## config.mk

```make
export PLATFORM = sky130hd
export DESIGN_NAME = breath_cycle_speed_regulator
export DESIGN_NICKNAME = d
export VERILOG_FILES = /design/src/hw/rtl/bcsr_pkg.sv /design/src/hw/rtl/bcsr_regs.sv /design/src/hw/rtl/bcsr_div.sv /design/src/hw/rtl/bcsr_datapath.sv /design/src/hw/rtl/bcsr_ctrl.sv /design/src/hw/rtl/breath_cycle_speed_regulator.sv
export SDC_FILE = /design/constraint.sdc
export NUM_CORES = 2
export LEC_CHECK = 0
export ABC_AREA = 1
export BUFFER_PORTS_ARGS = -buffer_cell sky130_fd_sc_hd__buf_2
export CAP_MARGIN = 10
export CORE_ASPECT_RATIO = 0.7
export CORE_MARGIN = 1.5
export CORE_UTILIZATION = 60
export CTS_CLUSTER_SIZE = 25
export DETAILED_ROUTE_END_ITERATION = 7
export PLACE_DENSITY = 0.76
export SLEW_MARGIN = 20
export SYNTH_ARGS = -nofsm -noshare
export SYNTH_HDL_FRONTEND = slang
export SYNTH_SLANG_ARGS = --single-unit
```

## constraint.sdc

```tcl
create_clock -name clk -period 14.9 [get_ports clk]
set_input_delay 2.98 -clock clk [delete_from_list [all_inputs] [get_ports clk]]
set_output_delay 2.98 -clock clk [all_outputs]
set_load 0.02 [all_outputs]
```

## src/hw/rtl/bcsr_pkg.sv

```systemverilog
`default_nettype none

package bcsr_pkg;

	typedef struct packed {
		logic        action;
		logic [15:0] period_ms;
		logic [15:0] rise_ms;
		logic [15:0] since_start_ms;
		logic        assist;
	} item_t;

	typedef struct packed {
		logic [9:0]  drive_speed;
		logic [19:0] pause_us;
		logic [1:0]  alarm;
		logic [1:0]  error_count;
	} result_t;

	typedef struct packed {
		logic [5:0]         breath_rate;
		logic [2:0]         ie_ratio_ref;
		logic [9:0]         init_base_speed;
		logic signed [10:0] init_ie_offset;
	} cfg_t;

	// controller -> datapath
	typedef struct packed {
		logic latch;
		logic prep;
		logic mul;
		logic ie_start;
		logic ie_update;
		logic sp_start;
		logic sp_capture;
		logic diff;
		logic mul2;
		logic base_upd;
		logic restart;
		logic fin;
	} cmd_t;

	// datapath -> controller
	typedef struct packed {
		logic action;
		logic div_busy;
	} sts_t;

	localparam logic [1:0] REG_BREATH_RATE     = 2'd0;
	localparam logic [1:0] REG_IE_RATIO_REF    = 2'd1;
	localparam logic [1:0] REG_INIT_BASE_SPEED = 2'd2;
	localparam logic [1:0] REG_INIT_IE_OFFSET  = 2'd3;

	localparam logic ACT_CYCLE   = 1'b0;
	localparam logic ACT_RESTART = 1'b1;

	localparam logic [1:0] ALARM_NONE = 2'd0;
	localparam logic [1:0] ALARM_HIGH = 2'd1;
	localparam logic [1:0] ALARM_LOW  = 2'd2;

	localparam logic [5:0]  RST_BREATH_RATE = 6'd20;
	localparam logic [2:0]  RST_IE_RATIO    = 3'd2;
	localparam logic [9:0]  RST_INIT_BASE   = 10'd132;
	localparam logic [10:0] RST_INIT_IE     = 11'd44;

	localparam int DEN_W = 19;

	localparam logic [9:0]   SPD_MAX      = 10'd1000;
	localparam logic [19:0]  PAUSE_MAX    = 20'd1000000;
	localparam logic [16:0]  RISE_COMP    = 17'd50;
	localparam logic [28:0]  IE_GAIN      = 29'd300;
	localparam logic [23:0]  IE_CLAMP_DEN = 24'd20;
	localparam logic [4:0]   IE_CLAMP     = 5'd20;
	localparam logic [15:0]  LONG_PERIOD  = 16'd6000;
	localparam logic [9:0]   SPEED_FLOOR  = 10'd100;
	localparam logic [24:0]  PAUSE_GAIN   = 25'd500;
	localparam logic [15:0]  RATE_HIGH_MS = 16'd1200;
	localparam logic [15:0]  RATE_LOW_MS  = 16'd30000;
	localparam logic [15:0]  MIN_CHECK_MS = 16'd600;
	localparam logic [15:0]  WARMUP_MS    = 16'd2000;
	localparam logic [15:0]  SP_DIVIDEND  = 16'd60000;
	localparam logic [15:0]  DIV5_RECIP   = 16'd52429;
	localparam logic [10:0]  BASE_STEP    = 11'd5;
	localparam logic [4:0]   SP_STEPS     = 5'd16;
	localparam logic [4:0]   IE_STEPS     = 5'd5;

endpackage

`default_nettype wire

```

## src/hw/rtl/bcsr_regs.sv

```systemverilog
`default_nettype none

module bcsr_regs (
	input  wire logic            clk,
	input  wire logic            arst_n,
	input  wire logic            psel,
	input  wire logic            penable,
	input  wire logic            pwrite,
	input  wire logic [3:0]      paddr,
	input  wire logic [31:0]     pwdata,
	output logic [31:0]          prdata,
	output logic                 pready,
	output bcsr_pkg::cfg_t       cfg
);

	bcsr_pkg::cfg_t cfg_q;
	logic           wr;

	assign wr     = psel & penable & pwrite;
	assign pready = 1'b1;
	assign cfg    = cfg_q;

	always_ff @(posedge clk or negedge arst_n) begin
		if (!arst_n) begin
			cfg_q.breath_rate     <= bcsr_pkg::RST_BREATH_RATE;
			cfg_q.ie_ratio_ref    <= bcsr_pkg::RST_IE_RATIO;
			cfg_q.init_base_speed <= bcsr_pkg::RST_INIT_BASE;
			cfg_q.init_ie_offset  <= bcsr_pkg::RST_INIT_IE;
		end else if (wr) begin
			case (paddr[3:2])
				bcsr_pkg::REG_BREATH_RATE:     cfg_q.breath_rate     <= pwdata[5:0];
				bcsr_pkg::REG_IE_RATIO_REF:    cfg_q.ie_ratio_ref    <= pwdata[2:0];
				bcsr_pkg::REG_INIT_BASE_SPEED: cfg_q.init_base_speed <= pwdata[9:0];
				bcsr_pkg::REG_INIT_IE_OFFSET:  cfg_q.init_ie_offset  <= pwdata[10:0];
				default: ;
			endcase
		end
	end

	always_comb begin
		case (paddr[3:2])
			bcsr_pkg::REG_BREATH_RATE:     prdata = {26'd0, cfg_q.breath_rate};
			bcsr_pkg::REG_IE_RATIO_REF:    prdata = {29'd0, cfg_q.ie_ratio_ref};
			bcsr_pkg::REG_INIT_BASE_SPEED: prdata = {22'd0, cfg_q.init_base_speed};
			bcsr_pkg::REG_INIT_IE_OFFSET:  prdata = {21'd0, cfg_q.init_ie_offset};
			default:                       prdata = 32'd0;
		endcase
	end

endmodule

`default_nettype wire

```

## src/hw/rtl/bcsr_div.sv

```systemverilog
`default_nettype none

// Restoring divider, one quotient bit per cycle. The caller supplies the
// upper partial remainder (must be below the divisor) and the low dividend
// bits left-aligned in a 16-bit word; 'steps' bits are produced.
module bcsr_div (
	input  wire logic                        clk,
	input  wire logic                        arst_n,
	input  wire logic                        start,
	input  wire logic [bcsr_pkg::DEN_W-1:0]  p_init,
	input  wire logic [15:0]                 l_init,
	input  wire logic [bcsr_pkg::DEN_W-1:0]  divisor,
	input  wire logic [4:0]                  steps,
	output logic                             busy,
	output logic [15:0]                      quot
);

	logic [bcsr_pkg::DEN_W-1:0] p_q;
	logic [bcsr_pkg::DEN_W-1:0] d_q;
	logic [15:0]                l_q;
	logic [15:0]                q_q;
	logic [4:0]                 cnt_q;
	logic                       busy_q;
	logic [bcsr_pkg::DEN_W:0]   trial;
	logic [bcsr_pkg::DEN_W:0]   trial_sub;
	logic                       fits;

	assign trial     = {p_q, l_q[15]};
	assign fits      = trial >= {1'b0, d_q};
	assign trial_sub = trial - {1'b0, d_q};
	assign busy      = busy_q;
	assign quot      = q_q;

	always_ff @(posedge clk or negedge arst_n) begin
		if (!arst_n) begin
			busy_q <= 1'b0;
			cnt_q  <= '0;
		end else if (start) begin
			busy_q <= 1'b1;
			cnt_q  <= steps;
		end else if (busy_q) begin
			cnt_q <= cnt_q - 5'd1;
			if (cnt_q == 5'd1) begin
				busy_q <= 1'b0;
			end
		end
	end

	always_ff @(posedge clk) begin
		if (start) begin
			p_q <= p_init;
			l_q <= l_init;
			d_q <= divisor;
			q_q <= '0;
		end else if (busy_q) begin
			p_q <= fits ? trial_sub[bcsr_pkg::DEN_W-1:0] : trial[bcsr_pkg::DEN_W-1:0];
			l_q <= {l_q[14:0], 1'b0};
			q_q <= {q_q[14:0], fits};
		end
	end

endmodule

`default_nettype wire

```

## src/hw/rtl/bcsr_datapath.sv

```systemverilog
`default_nettype none

module bcsr_datapath (
	input  wire logic              clk,
	input  wire logic              arst_n,
	input  wire bcsr_pkg::cfg_t    cfg,
	input  wire bcsr_pkg::item_t   item,
	input  wire bcsr_pkg::cmd_t    cmd,
	output bcsr_pkg::sts_t         sts,
	output bcsr_pkg::result_t      result
);

	localparam int DW = bcsr_pkg::DEN_W;

	bcsr_pkg::item_t   item_q;
	bcsr_pkg::result_t res_q;

	logic [DW-1:0]      den_q;
	logic signed [20:0] numa_q;
	logic [27:0]        num_abs_q;
	logic               num_neg_q;
	logic [23:0]        den20_q;
	logic               sat_q;
	logic [15:0]        sp_q;
	logic               ge_q;
	logic [15:0]        diff_q;
	logic [10:0]        q40_q;
	logic [24:0]        pinc_q;
	logic [9:0]         base_q;
	logic signed [10:0] ie_q;
	logic [19:0]        pause_q;
	logic [1:0]         rerr_q;

	// shared divider
	logic               div_start;
	logic [DW-1:0]      div_p;
	logic [15:0]        div_l;
	logic [DW-1:0]      div_d;
	logic [4:0]         div_steps;
	logic               div_busy;
	logic [15:0]        div_quot;

	logic [5:0]         rate_eff;
	logic [3:0]         np1;
	logic [16:0]        rise_c;
	logic [19:0]        den_full;
	logic [20:0]        rise_prod;
	logic signed [20:0] numa;
	logic signed [20:0] numa_neg;
	logic [19:0]        numa_mag;
	logic [28:0]        num_full;
	logic [23:0]        den20_full;

	logic [4:0]         d_mag;
	logic signed [5:0]  d_s;
	logic signed [11:0] ie_sum;
	logic signed [10:0] ie_clamped;

	logic [28:0]        q5_full;
	logic [24:0]        pinc_full;

	logic               long_p;
	logic [11:0]        b_up;
	logic [9:0]         b_up_sat;
	logic [10:0]        b_dn_amt;
	logic [10:0]        b_dn_diff;
	logic [9:0]         b_dn;
	logic [25:0]        pause_sum;
	logic [19:0]        pause_cap;

	logic signed [10:0] init_ie;
	logic [9:0]         init_base;
	logic signed [10:0] init_ie_sat;

	logic               chk;
	logic               trip;
	logic [1:0]         rerr_nxt;
	logic [1:0]         alarm;
	logic [9:0]         base_f;
	logic signed [10:0] ie_f;
	logic signed [11:0] drv_sum;
	logic [9:0]         drive;

	assign rate_eff = (cfg.breath_rate == 6'd0) ? 6'd1 : cfg.breath_rate;
	assign np1      = {1'b0, cfg.ie_ratio_ref} + 4'd1;
	assign rise_c   = {1'b0, item_q.rise_ms} + bcsr_pkg::RISE_COMP;

	// I:E error: num = 300*((rise+50)*(N+1) - period), den = period*(N+1)
	assign den_full  = {4'd0, item_q.period_ms} * {16'd0, np1};
	assign rise_prod = {4'd0, rise_c} * {17'd0, np1};
	assign numa      = rise_prod - {5'd0, item_q.period_ms};
	assign numa_neg  = -numa_q;
	assign numa_mag  = numa_q[20] ? numa_neg[19:0] : numa_q[19:0];
	assign num_full  = {9'd0, numa_mag} * bcsr_pkg::IE_GAIN;
	assign den20_full = {5'd0, den_q} * bcsr_pkg::IE_CLAMP_DEN;

	// Quotient below 20 leaves num>>5 under den, so five steps suffice.
	// Zero period gives den 0 and always saturates, positive.
	assign div_start = cmd.ie_start | cmd.sp_start;
	assign div_p     = cmd.sp_start ? '0 : num_abs_q[DW+4:5];
	assign div_l     = cmd.sp_start ? bcsr_pkg::SP_DIVIDEND : {num_abs_q[4:0], 11'd0};
	assign div_d     = cmd.sp_start ? {{(DW-6){1'b0}}, rate_eff} : den_q;
	assign div_steps = cmd.sp_start ? bcsr_pkg::SP_STEPS : bcsr_pkg::IE_STEPS;

	bcsr_div u_div (
		.clk     (clk),
		.arst_n  (arst_n),
		.start   (div_start),
		.p_init  (div_p),
		.l_init  (div_l),
		.divisor (div_d),
		.steps   (div_steps),
		.busy    (div_busy),
		.quot    (div_quot)
	);

	assign d_mag  = sat_q ? bcsr_pkg::IE_CLAMP : div_quot[4:0];
	assign d_s    = num_neg_q ? -$signed({1'b0, d_mag}) : $signed({1'b0, d_mag});
	assign ie_sum = {ie_q[10], ie_q} + {{6{d_s[5]}}, d_s};

	always_comb begin
		if (ie_sum > 12'sd1000) begin
			ie_clamped = 11'sd1000;
		end else if (ie_sum < -12'sd1000) begin
			ie_clamped = -11'sd1000;
		end else begin
			ie_clamped = ie_sum[10:0];
		end
	end

	// x/40 = (x/8)/5, with x/5 by reciprocal, exact for x below 2^18
	assign q5_full   = {16'd0, diff_q[15:3]} * {13'd0, bcsr_pkg::DIV5_RECIP};
	assign pinc_full = {9'd0, diff_q} * bcsr_pkg::PAUSE_GAIN;

	assign long_p    = item_q.period_ms > bcsr_pkg::LONG_PERIOD;
	assign b_up      = {2'd0, base_q} + (long_p ? {1'b0, bcsr_pkg::BASE_STEP} : {1'b0, q40_q});
	assign b_up_sat  = (b_up > {2'd0, bcsr_pkg::SPD_MAX}) ? bcsr_pkg::SPD_MAX : b_up[9:0];
	assign b_dn_amt  = long_p ? bcsr_pkg::BASE_STEP : q40_q;
	assign b_dn_diff = {1'b0, base_q} - b_dn_amt;
	assign b_dn      = ({1'b0, base_q} >= b_dn_amt) ? b_dn_diff[9:0] : 10'd0;
	assign pause_sum = {6'd0, pause_q} + {1'b0, pinc_q};
	assign pause_cap = (pause_sum >= {6'd0, bcsr_pkg::PAUSE_MAX}) ? bcsr_pkg::PAUSE_MAX
	                                                              : pause_sum[19:0];

	assign init_ie   = cfg.init_ie_offset;
	assign init_base = (cfg.init_base_speed > bcsr_pkg::SPD_MAX) ? bcsr_pkg::SPD_MAX
	                                                             : cfg.init_base_speed;

	always_comb begin
		if (init_ie > 11'sd1000) begin
			init_ie_sat = 11'sd1000;
		end else if (init_ie < -11'sd1000) begin
			init_ie_sat = -11'sd1000;
		end else begin
			init_ie_sat = init_ie;
		end
	end

	// range check and result
	assign chk = (item_q.action == bcsr_pkg::ACT_CYCLE) && !item_q.assist &&
	             (item_q.period_ms <= bcsr_pkg::RATE_HIGH_MS ||
	              item_q.period_ms >= bcsr_pkg::RATE_LOW_MS) &&
	             (item_q.period_ms >= bcsr_pkg::MIN_CHECK_MS);
	assign trip     = chk && (rerr_q >= 2'd2);
	assign rerr_nxt = trip ? 2'd0 : (chk ? rerr_q + 2'd1 : rerr_q);
	assign alarm    = !trip ? bcsr_pkg::ALARM_NONE :
	                  (item_q.period_ms <= bcsr_pkg::RATE_HIGH_MS) ? bcsr_pkg::ALARM_HIGH
	                                                               : bcsr_pkg::ALARM_LOW;
	assign base_f   = trip ? 10'd0 : base_q;
	assign ie_f     = trip ? 11'sd0 : ie_q;
	assign drv_sum  = {2'd0, base_f} + {ie_f[10], ie_f};

	always_comb begin
		if (drv_sum < 12'sd0) begin
			drive = 10'd0;
		end else if (drv_sum > 12'sd1000) begin
			drive = bcsr_pkg::SPD_MAX;
		end else begin
			drive = drv_sum[9:0];
		end
	end

	always_ff @(posedge clk) begin
		if (cmd.latch) begin
			item_q <= item;
		end
		if (cmd.prep) begin
			den_q  <= den_full[DW-1:0];
			numa_q <= numa;
		end
		if (cmd.mul) begin
			num_abs_q <= num_full[27:0];
			num_neg_q <= numa_q[20];
			den20_q   <= den20_full;
		end
		if (cmd.ie_start) begin
			sat_q <= num_abs_q >= {4'd0, den20_q};
		end
		if (cmd.sp_capture) begin
			sp_q <= div_quot;
		end
		if (cmd.diff) begin
			ge_q   <= item_q.period_ms >= sp_q;
			diff_q <= (item_q.period_ms >= sp_q) ? item_q.period_ms - sp_q
			                                     : sp_q - item_q.period_ms;
		end
		if (cmd.mul2) begin
			q40_q  <= q5_full[28:18];
			pinc_q <= pinc_full;
		end
		if (cmd.fin) begin
			res_q.drive_speed <= drive;
			res_q.pause_us    <= (item_q.action == bcsr_pkg::ACT_RESTART || item_q.assist)
			                     ? 20'd0 : pause_q;
			res_q.alarm       <= alarm;
			res_q.error_count <= rerr_nxt;
		end
	end

	always_ff @(posedge clk or negedge arst_n) begin
		if (!arst_n) begin
			base_q  <= bcsr_pkg::RST_INIT_BASE;
			ie_q    <= bcsr_pkg::RST_INIT_IE;
			pause_q <= '0;
			rerr_q  <= '0;
		end else if (cmd.ie_update) begin
			if (item_q.since_start_ms > bcsr_pkg::WARMUP_MS) begin
				ie_q <= ie_clamped;
			end
		end else if (cmd.base_upd) begin
			if (ge_q) begin
				base_q <= b_up_sat;
				if (long_p) begin
					pause_q <= '0;
				end
			end else if (long_p) begin
				base_q <= b_dn;
			end else if (b_dn < bcsr_pkg::SPEED_FLOOR) begin
				// held at the floor; the shortfall turns into pause
				base_q  <= bcsr_pkg::SPEED_FLOOR;
				pause_q <= pause_cap;
			end else begin
				base_q <= b_dn;
			end
		end else if (cmd.restart) begin
			base_q <= init_base;
			ie_q   <= init_ie_sat;
		end else if (cmd.fin) begin
			rerr_q <= rerr_nxt;
			if (trip) begin
				base_q <= '0;
				ie_q   <= '0;
			end
		end
	end

	assign sts.action   = item_q.action;
	assign sts.div_busy = div_busy;
	assign result       = res_q;

endmodule

`default_nettype wire

```

## src/hw/rtl/bcsr_ctrl.sv

```systemverilog
`default_nettype none

module bcsr_ctrl (
	input  wire logic            clk,
	input  wire logic            arst_n,
	input  wire logic            item_valid,
	output logic                 item_ready,
	output logic                 result_valid,
	input  wire logic            result_ready,
	input  wire bcsr_pkg::sts_t  sts,
	output bcsr_pkg::cmd_t       cmd
);

	typedef enum logic [11:0] {
		ST_IDLE     = 12'b0000_0000_0001,
		ST_PREP     = 12'b0000_0000_0010,
		ST_MUL      = 12'b0000_0000_0100,
		ST_IE_START = 12'b0000_0000_1000,
		ST_IE_WAIT  = 12'b0000_0001_0000,
		ST_SP_START = 12'b0000_0010_0000,
		ST_SP_WAIT  = 12'b0000_0100_0000,
		ST_DIFF     = 12'b0000_1000_0000,
		ST_MUL2     = 12'b0001_0000_0000,
		ST_BASE     = 12'b0010_0000_0000,
		ST_RESTART  = 12'b0100_0000_0000,
		ST_FIN      = 12'b1000_0000_0000
	} state_t;

	state_t state_q;
	state_t state_nxt;
	logic   out_valid_q;

	assign item_ready   = (state_q == ST_IDLE);
	assign result_valid = out_valid_q;

	always_comb begin
		cmd       = '0;
		state_nxt = state_q;
		case (state_q)
			ST_IDLE: begin
				if (item_valid) begin
					cmd.latch = 1'b1;
					state_nxt = ST_PREP;
				end
			end
			ST_PREP: begin
				cmd.prep  = 1'b1;
				state_nxt = (sts.action == bcsr_pkg::ACT_RESTART) ? ST_RESTART : ST_MUL;
			end
			ST_MUL: begin
				cmd.mul   = 1'b1;
				state_nxt = ST_IE_START;
			end
			ST_IE_START: begin
				cmd.ie_start = 1'b1;
				state_nxt    = ST_IE_WAIT;
			end
			ST_IE_WAIT: begin
				if (!sts.div_busy) begin
					cmd.ie_update = 1'b1;
					state_nxt     = ST_SP_START;
				end
			end
			ST_SP_START: begin
				cmd.sp_start = 1'b1;
				state_nxt    = ST_SP_WAIT;
			end
			ST_SP_WAIT: begin
				if (!sts.div_busy) begin
					cmd.sp_capture = 1'b1;
					state_nxt      = ST_DIFF;
				end
			end
			ST_DIFF: begin
				cmd.diff  = 1'b1;
				state_nxt = ST_MUL2;
			end
			ST_MUL2: begin
				cmd.mul2  = 1'b1;
				state_nxt = ST_BASE;
			end
			ST_BASE: begin
				cmd.base_upd = 1'b1;
				state_nxt    = ST_FIN;
			end
			ST_RESTART: begin
				cmd.restart = 1'b1;
				state_nxt   = ST_FIN;
			end
			ST_FIN: begin
				// commit only once the result slot is free
				if (!out_valid_q || result_ready) begin
					cmd.fin   = 1'b1;
					state_nxt = ST_IDLE;
				end
			end
			default: state_nxt = ST_IDLE;
		endcase
	end

	always_ff @(posedge clk or negedge arst_n) begin
		if (!arst_n) begin
			state_q     <= ST_IDLE;
			out_valid_q <= 1'b0;
		end else begin
			state_q <= state_nxt;
			if (cmd.fin) begin
				out_valid_q <= 1'b1;
			end else if (result_ready) begin
				out_valid_q <= 1'b0;
			end
		end
	end

`ifndef SYNTHESIS
	a_fin_gives_result: assert property (@(posedge clk) disable iff (!arst_n)
		cmd.fin |=> result_valid)
		else $error("result not presented after commit");

	a_one_item_at_a_time: assert property (@(posedge clk) disable iff (!arst_n)
		(item_valid && item_ready) |=> !item_ready)
		else $error("item taken while another is in work");

	a_div_runs: assert property (@(posedge clk) disable iff (!arst_n)
		(cmd.ie_start || cmd.sp_start) |=> sts.div_busy)
		else $error("divider did not start");

	a_fin_slot_free: assert property (@(posedge clk) disable iff (!arst_n)
		(result_valid && !result_ready) |-> !cmd.fin)
		else $error("result overwritten while waiting");
`endif

endmodule

`default_nettype wire

```

## src/hw/rtl/breath_cycle_speed_regulator.sv

```systemverilog
`default_nettype none

// channel   dir  handshake                  payload
// item      in   item_valid / item_ready    item   (bcsr_pkg::item_t)
// result    out  result_valid / result_ready result (bcsr_pkg::result_t)
// config    in   APB psel/penable/pwrite    paddr[3:0], pwdata, prdata
//
// A breath item runs two passes of the shared restoring divider (5 bits of
// I:E error, 16 bits of setpoint period) between acceptances; a restart
// item skips both passes.
// The result register holds its item until taken; the next item is worked
// meanwhile and waits only at the final commit.
// arst_n clears control, loads the default registers and speeds.

module breath_cycle_speed_regulator (
	input  wire logic                clk,
	input  wire logic                arst_n,
	input  wire logic                item_valid,
	output logic                     item_ready,
	input  wire bcsr_pkg::item_t     item,
	output logic                     result_valid,
	input  wire logic                result_ready,
	output bcsr_pkg::result_t        result,
	input  wire logic                psel,
	input  wire logic                penable,
	input  wire logic                pwrite,
	input  wire logic [3:0]          paddr,
	input  wire logic [31:0]         pwdata,
	output logic [31:0]              prdata,
	output logic                     pready
);

	bcsr_pkg::cfg_t cfg;
	bcsr_pkg::cmd_t cmd;
	bcsr_pkg::sts_t sts;

	bcsr_regs u_regs (
		.clk     (clk),
		.arst_n  (arst_n),
		.psel    (psel),
		.penable (penable),
		.pwrite  (pwrite),
		.paddr   (paddr),
		.pwdata  (pwdata),
		.prdata  (prdata),
		.pready  (pready),
		.cfg     (cfg)
	);

	bcsr_datapath u_dp (
		.clk    (clk),
		.arst_n (arst_n),
		.cfg    (cfg),
		.item   (item),
		.cmd    (cmd),
		.sts    (sts),
		.result (result)
	);

	bcsr_ctrl u_ctrl (
		.clk          (clk),
		.arst_n       (arst_n),
		.item_valid   (item_valid),
		.item_ready   (item_ready),
		.result_valid (result_valid),
		.result_ready (result_ready),
		.sts          (sts),
		.cmd          (cmd)
	);

endmodule

`default_nettype wire

```

# After elaboration in Yosys (flattened, before gate mapping)
# Cells that the tools add are included.
dict set report totals {
  register_bits 403
  inputBits 93
}
dict set report op_classes {
  n_eq_ne 24
  muxes 74
  n_mul 6
  n_reduce_logical 27
  n_bitwise 7
  order_cmp 20
  add_sub_neg 15
}
# op count
set op_table {}
lappend op_table {{11-bit 2-to-1 mux} 13}
lappend op_table {{12-bit case mux with 11 select lines} 1}
lappend op_table {{32-bit case mux with 4 select lines} 1}
lappend op_table {{20-bit 2-to-1 mux} 6}
lappend op_table {{10-bit 2-to-1 mux} 11}
lappend op_table {{19-bit 2-to-1 mux} 4}
lappend op_table {{16-bit 2-to-1 mux} 4}
lappend op_table {{12-bit 2-to-1 mux} 4}
lappend op_table {{16-bit subtractor} 2}
lappend op_table {{13-bit by 16-bit multiplier with 29-bit output, second input constant} 1}
lappend op_table {{28-bit by 24-bit greater-or-equal comparator with 1-bit output} 1}
lappend op_table {{20-bit by 25-bit adder with 26-bit output} 1}
lappend op_table {{26-bit by 20-bit greater-or-equal comparator with 1-bit output, second input constant} 1}
lappend op_table {{20-bit by 7-bit multiplier with 26-bit output, second input constant} 1}
lappend op_table {{12-bit by 11-bit greater-than comparator with 1-bit output, second input constant} 2}
lappend op_table {{16-bit by 7-bit multiplier with 23-bit output, second input constant} 1}
lappend op_table {{19-bit by 3-bit multiplier with 22-bit output, second input constant} 1}
lappend op_table {{17-bit by 4-bit multiplier with 21-bit output} 1}
lappend op_table {{21-bit by 16-bit subtractor with 21-bit output} 1}
lappend op_table {{20-bit by 19-bit greater-or-equal comparator with 1-bit output} 1}
lappend op_table {{1-bit 2-to-1 mux} 20}
lappend op_table {{5-bit 2-to-1 mux} 4}
lappend op_table {{20-bit negator} 1}
lappend op_table {{16-bit by 4-bit multiplier with 19-bit output} 1}
lappend op_table {{59 further kinds} 89}

# Depth between registers and ports, before layout
dict set report logic_depth {
  ltp_word 10
  depth_mapped 32
}

# Hierarchy
# From an unflattened synthesis, not the netlist that was laid out.
dict set report unflattened {
  hier_cells 4616
  hier_area_um2 37489.7
}
# mod seq_area_each_um2 area_per_inst_um2 instances cells_per_inst
set modules_own_cells {}
lappend modules_own_cells {bcsr_datapath 8209.1 30416.7 1 3689}
lappend modules_own_cells {bcsr_div 2092.0 4514.3 1 581}
lappend modules_own_cells {bcsr_regs 760.7 1659.1 1 211}
lappend modules_own_cells {bcsr_ctrl 326.6 899.6 1 135}

# Worst setup path after synthesis
# Ideal clock, no wire load.
dict set report synth_timing {
  kind {input -> register}
  from {in result_ready}
  to {reg u_dp.item_q[0] (netlist bit) (enable)}
  path_slack_ns 7.788
  path_buffers 0
  stages 4
  arrival_time_ns 6.593
  setup_time_ns 0.520
  cell_sequence {nor2_1 -> inv_1 -> o22ai_1 -> nor3_1}
}
# element line_no
set synth_lines {}
lappend synth_lines {{start: declaration} breath_cycle_speed_regulator.sv:22} ;# input wire logic result_ready,
lappend synth_lines {{end signal: assignment} bcsr_datapath.sv:185} ;# item_q <= item;
lappend synth_lines {{end: declaration} bcsr_datapath.sv:15} ;# bcsr_pkg::item_t item_q;

# Final worst setup path
dict set report layout_timing {
  from {in paddr[3]}
  to {out prdata[2]}
}
dict set report layout_via {
  elab_chain_len 2
  elab_cells_between_ends 5
  cone_classes {eq/ne (3); mux (1); reduce/logical (1)}
}
# element line_no
set layout_rtl {}
lappend layout_rtl {{start: declaration} breath_cycle_speed_regulator.sv:27} ;# input wire logic [3:0] paddr,
lappend layout_rtl {{2-bit == test, or another cell as far along} bcsr_regs.sv:41} ;# case (paddr[3:2])
lappend layout_rtl {{32-bit case mux with 4 select lines (*)} bcsr_regs.sv:41}
lappend layout_rtl {{end: declaration} breath_cycle_speed_regulator.sv:29} ;# output logic [31:0] prdata,
# Mark *: on every way between the ends. The rest lies on a longest branch, timed or not. The select of a mux whose other input is x is not followed.

==> impl_metrics.csv <==
group,metric,value,unit
outcome,status,"complete, no violations",
global_routing,grtUsageTotal,0.285,
clock_network,clock_path_buffers,3,
timing,slew_headroom,0.344,
global_routing,grt.overflow.total,0,
finish,area_growth,7.71,%
detailed_routing,wl_met3,8880,um
clock_network,cts_resized,0,
detailed_routing,drt-initial-drc-count,2280,
finish,final_cell_area,0.0384,mm2
detailed_routing,dr.pass1.iters,6,
finish,register_area,0.0112,mm2
worst_setup_path,worstSetupEndpoint,"prdata[2]",
hold_path,hp-class,"register to register",
worst_setup_path,crit_fanout,9,
detailed_routing,vias,28200,
timing,period_share,0.460,
finish,n_fill_cell,4927,
global_routing,antenna_found_initial,1,
place,pre_cts_slack,8.08,ns
worst_setup_path,reg2reg_slack,9.06,ns
yosys,ys_seq_elements,394,
job,drv_cap,0,
detailed_routing,wl,85200,um
floorplanning,io_pins,162,
finish,diodes,0,
global_routing,grt_pass1_vias,26400,
yosys,synthAdderAreaFrac,0.270,
timing,skew,0.0222,ns
yosys,ys.warnings.count,0,
place,place_area,0.0370,mm2
place,gp_congestion,1.00,
floorplanning,start_util,0.609,
yosys,synth_area,0.0357,mm2
worst_setup_path,crit_start,"paddr[3]",
place,port_buffers,114,
timing,finalCriticalPeriod,6.85,ns
worst_setup_path,regToRegEndpoint,"u_dp.q40_q[9]",
clock_network,root_buffer,"clkbuf_16",
yosys,ys_types,67,
detailed_routing,top_layer_used,"met4",
worst_setup_path,path_class,"input pin to output port",
floorplanning,num_rows,74,
detailed_routing,met1Wirelength,42200,um
finish,nets,5017,
clock_network,clkSlewWorstSetupHoldPaths,0.08,ns
detailed_routing,wl_per_cell,16.7,um
yosys,synth_xor_area_frac,0.0513,
timing,tightest_slew,0.982,ns
yosys,synthFlopType,"edfxtp_1",
yosys,ys_seq_area_frac,0.315,
yosys,yosysTopAreaCell,"edfxtp_1",
detailed_routing,drc_errors,0,
detailed_routing,ant_nets,0,
worst_setup_path,r2r_start,"u_dp.diff_q[7]",
worst_setup_path,crit_path_start_kind,"input pin",
finish,drive_above_1_share,0.0627,
floorplanning,die_w,294,um
timing,fin_setup_tns,0,ns
yosys,synth-compound-area-share,0.108,
clock_network,cts_sinks,394,
worst_setup_path,cp.required,11.92,ns
worst_setup_path,r2r_cells,19,
yosys,synthArstFlopShare,0.228,
detailed_routing,met2WireLength,32800,um
global_routing,grt_pass1_wl,137000,um
global_routing,grt_max_degree,66,
clock_network,ctsHoldBuffers,0,
yosys,synth_area_leaders,"edfxtp_1 24%, ha_1 15%, fa_1 12%",
yosys,synthCells,4173,
floorplanning,coreArea,0.0585,mm2
worst_setup_path,arrival,3.87,ns
yosys,synth-edff-count,288,
timing,rsz0062_at_grt,"false",
clock_network,cts_tree,"built",
timing,hold_viol,0,
clock_network,clk_latency,0.61,ns
worst_setup_path,endpoint_kind,"output port",
yosys,muxShareOfSynthArea,0.00168,
place,hpwl,68700,um
timing,setup_ws,8.05,ns
timing,drv_slew,0,
timing,clock.fmax,146,MHz
yosys,yosys.area_share.simple,0.160,
clock_network,h-tree-depth,2,
detailed_routing,via_per_inst,5.51,
clock_network,cts_made_buffers,42,
floorplanning,dieArea,0.0609,mm2
yosys,synth_top_family_by_area,"adder cells",
yosys,avgSynthCellArea,8.54,um2
floorplanning,die-height,207,um
finish,multiInputGateArea,0.0211,mm2
clock_network,postCtsSetupRepairBufs,0,
yosys,synth_top_area_share,0.243,
timing,setup_viol,0,
[routing by layer]
metal | track usage | vias to the layer above
li1 | - | 13800
met1 | 0.452 | 13200
met2 | 0.389 | 1011
met3 | 0.0704 | 90
met4 | 0.0571 | 0
met5 | 0 | -
[synth_stat cells (4+ instances only)]
library cell  count
clkinv_1          4
dfxtp_1          16
buf_4            26
edfxtp_1        288
nand2_1         750
a21oi_1         286
o211ai_1         19
a21o_1           20
o21ai_0         206
o22ai_1          20
inv_2            22
inv_1           758
mux2i_1           6
nand3_1         134
o21a_1            9
o31ai_1           7
buf_2            18
o21ai_1          29
ha_1            424
a21boi_0          6
nor2_1          340
clkbuf_1         35
nand2_2           8
xnor2_1          65
o21bai_1         17
nor2_2            5
dfrtp_1          76
nand4_1          47
or2_2             9
fa_1            215
a31oi_1          24
o221ai_1          4
nor4_1           13
dfstp_2          14
xor2_1          142
a221oi_1          4
o41ai_1           4
nor3_1           47
a211oi_1          4
o2111ai_1        12
[critical path: stages]
cell,delay (ns)
buf_2,0.12
nand2_1,0.23
inv_1,0.15
nand2_1,0.09
o2111ai_1,0.12
buf_2,0.18
[how the worst min path moves through the flow]
stage                   startpoint            end  slack, ns  cells past startpoint
6_report        u_dp.u_div.quot[7]   u_dp.sp_q[7]       0.41                      0
5_1_grt         u_dp.u_div.quot[7]   u_dp.sp_q[7]       0.42                      0
4_1_cts         u_dp.u_div.quot[7]   u_dp.sp_q[7]       0.41                      0
3_5_place_dp   u_dp.u_div.quot[13]  u_dp.sp_q[13]       0.41                      0
3_3_place_gp   u_dp.u_div.quot[13]  u_dp.sp_q[13]       0.41                      0
2_1_floorplan   u_dp.u_div.quot[0]   u_dp.sp_q[0]       0.41                      0
[per-stage QoR]
step | util | std cells | hold WS [ns]
floorplan | - | 4195 | 0.408
detailed placement | 0.632 | 5039 | 0.413
CTS | 0.656 | 5117 | 0.412
global placement | 0.632 | 5039 | 0.410
finish | 0.656 | 5117 | 0.409
global route | 0.656 | 5117 | 0.423
[logic make-up after synthesis]
kind of cell	Yosys count
AO/OA/AOI/OAI	685
XOR/XNOR	208
adder cells (fa/ha/maj)	639
buffers and inverters	865
flip-flops	394
multiplexers	6
other	2
AND/OR/NAND/NOR	1374
[state kept, by name (all words and copies together), names as in the netlist, 18 cells and up]
name            count
u_dp.den20_q       22
u_dp.den_q         19
u_dp.item_q        49
u_dp.num_abs_q     26
u_dp.numa_q        21
u_dp.pause_q       18
u_dp.pinc_q        23
u_dp.result        32
u_dp.u_div.d_q     19
u_dp.u_div.p_q     19
u_regs.cfg         30
[final cells by class]
type | instances | area share
clock buffer | 44 | 0.0276
clock inverter | 34 | 0.00899
inverter | 784 | 0.0766
multi-input combinational | 2936 | 0.551
sequential | 394 | 0.293
tap | 798 | 0.0260
timing repair buffer | 127 | 0.0175
[cell usage in the layout (no fill, tap or decap), types with 6 or more instances in the layout]
cell,n
nor2_1,339
xor2_1,142
mux2i_1,6
o21a_1,9
dfstp_2,14
clkbuf_16,42
a31oi_1,24
nand3_1,134
dfxtp_1,16
a21oi_1,286
nor3_1,46
o21bai_1,17
buf_2,113
nor4_1,12
xnor2_1,65
o211ai_1,19
ha_1,424
o31ai_1,7
clkinv_1,13
inv_2,23
dfrtp_1,76
nand2_2,7
o2111ai_1,12
inv_1,757
buf_4,14
o22ai_1,20
nand2_1,750
a21o_1,20
a21boi_0,6
or2_2,9
o21ai_0,206
conb_1,24
o21ai_1,29
edfxtp_1,288
fa_1,215
nand4_1,47
clkinv_2,9
Power is not shown: default switching activity piles up to over one toggle a cycle in this logic, so the estimate is an artifact.
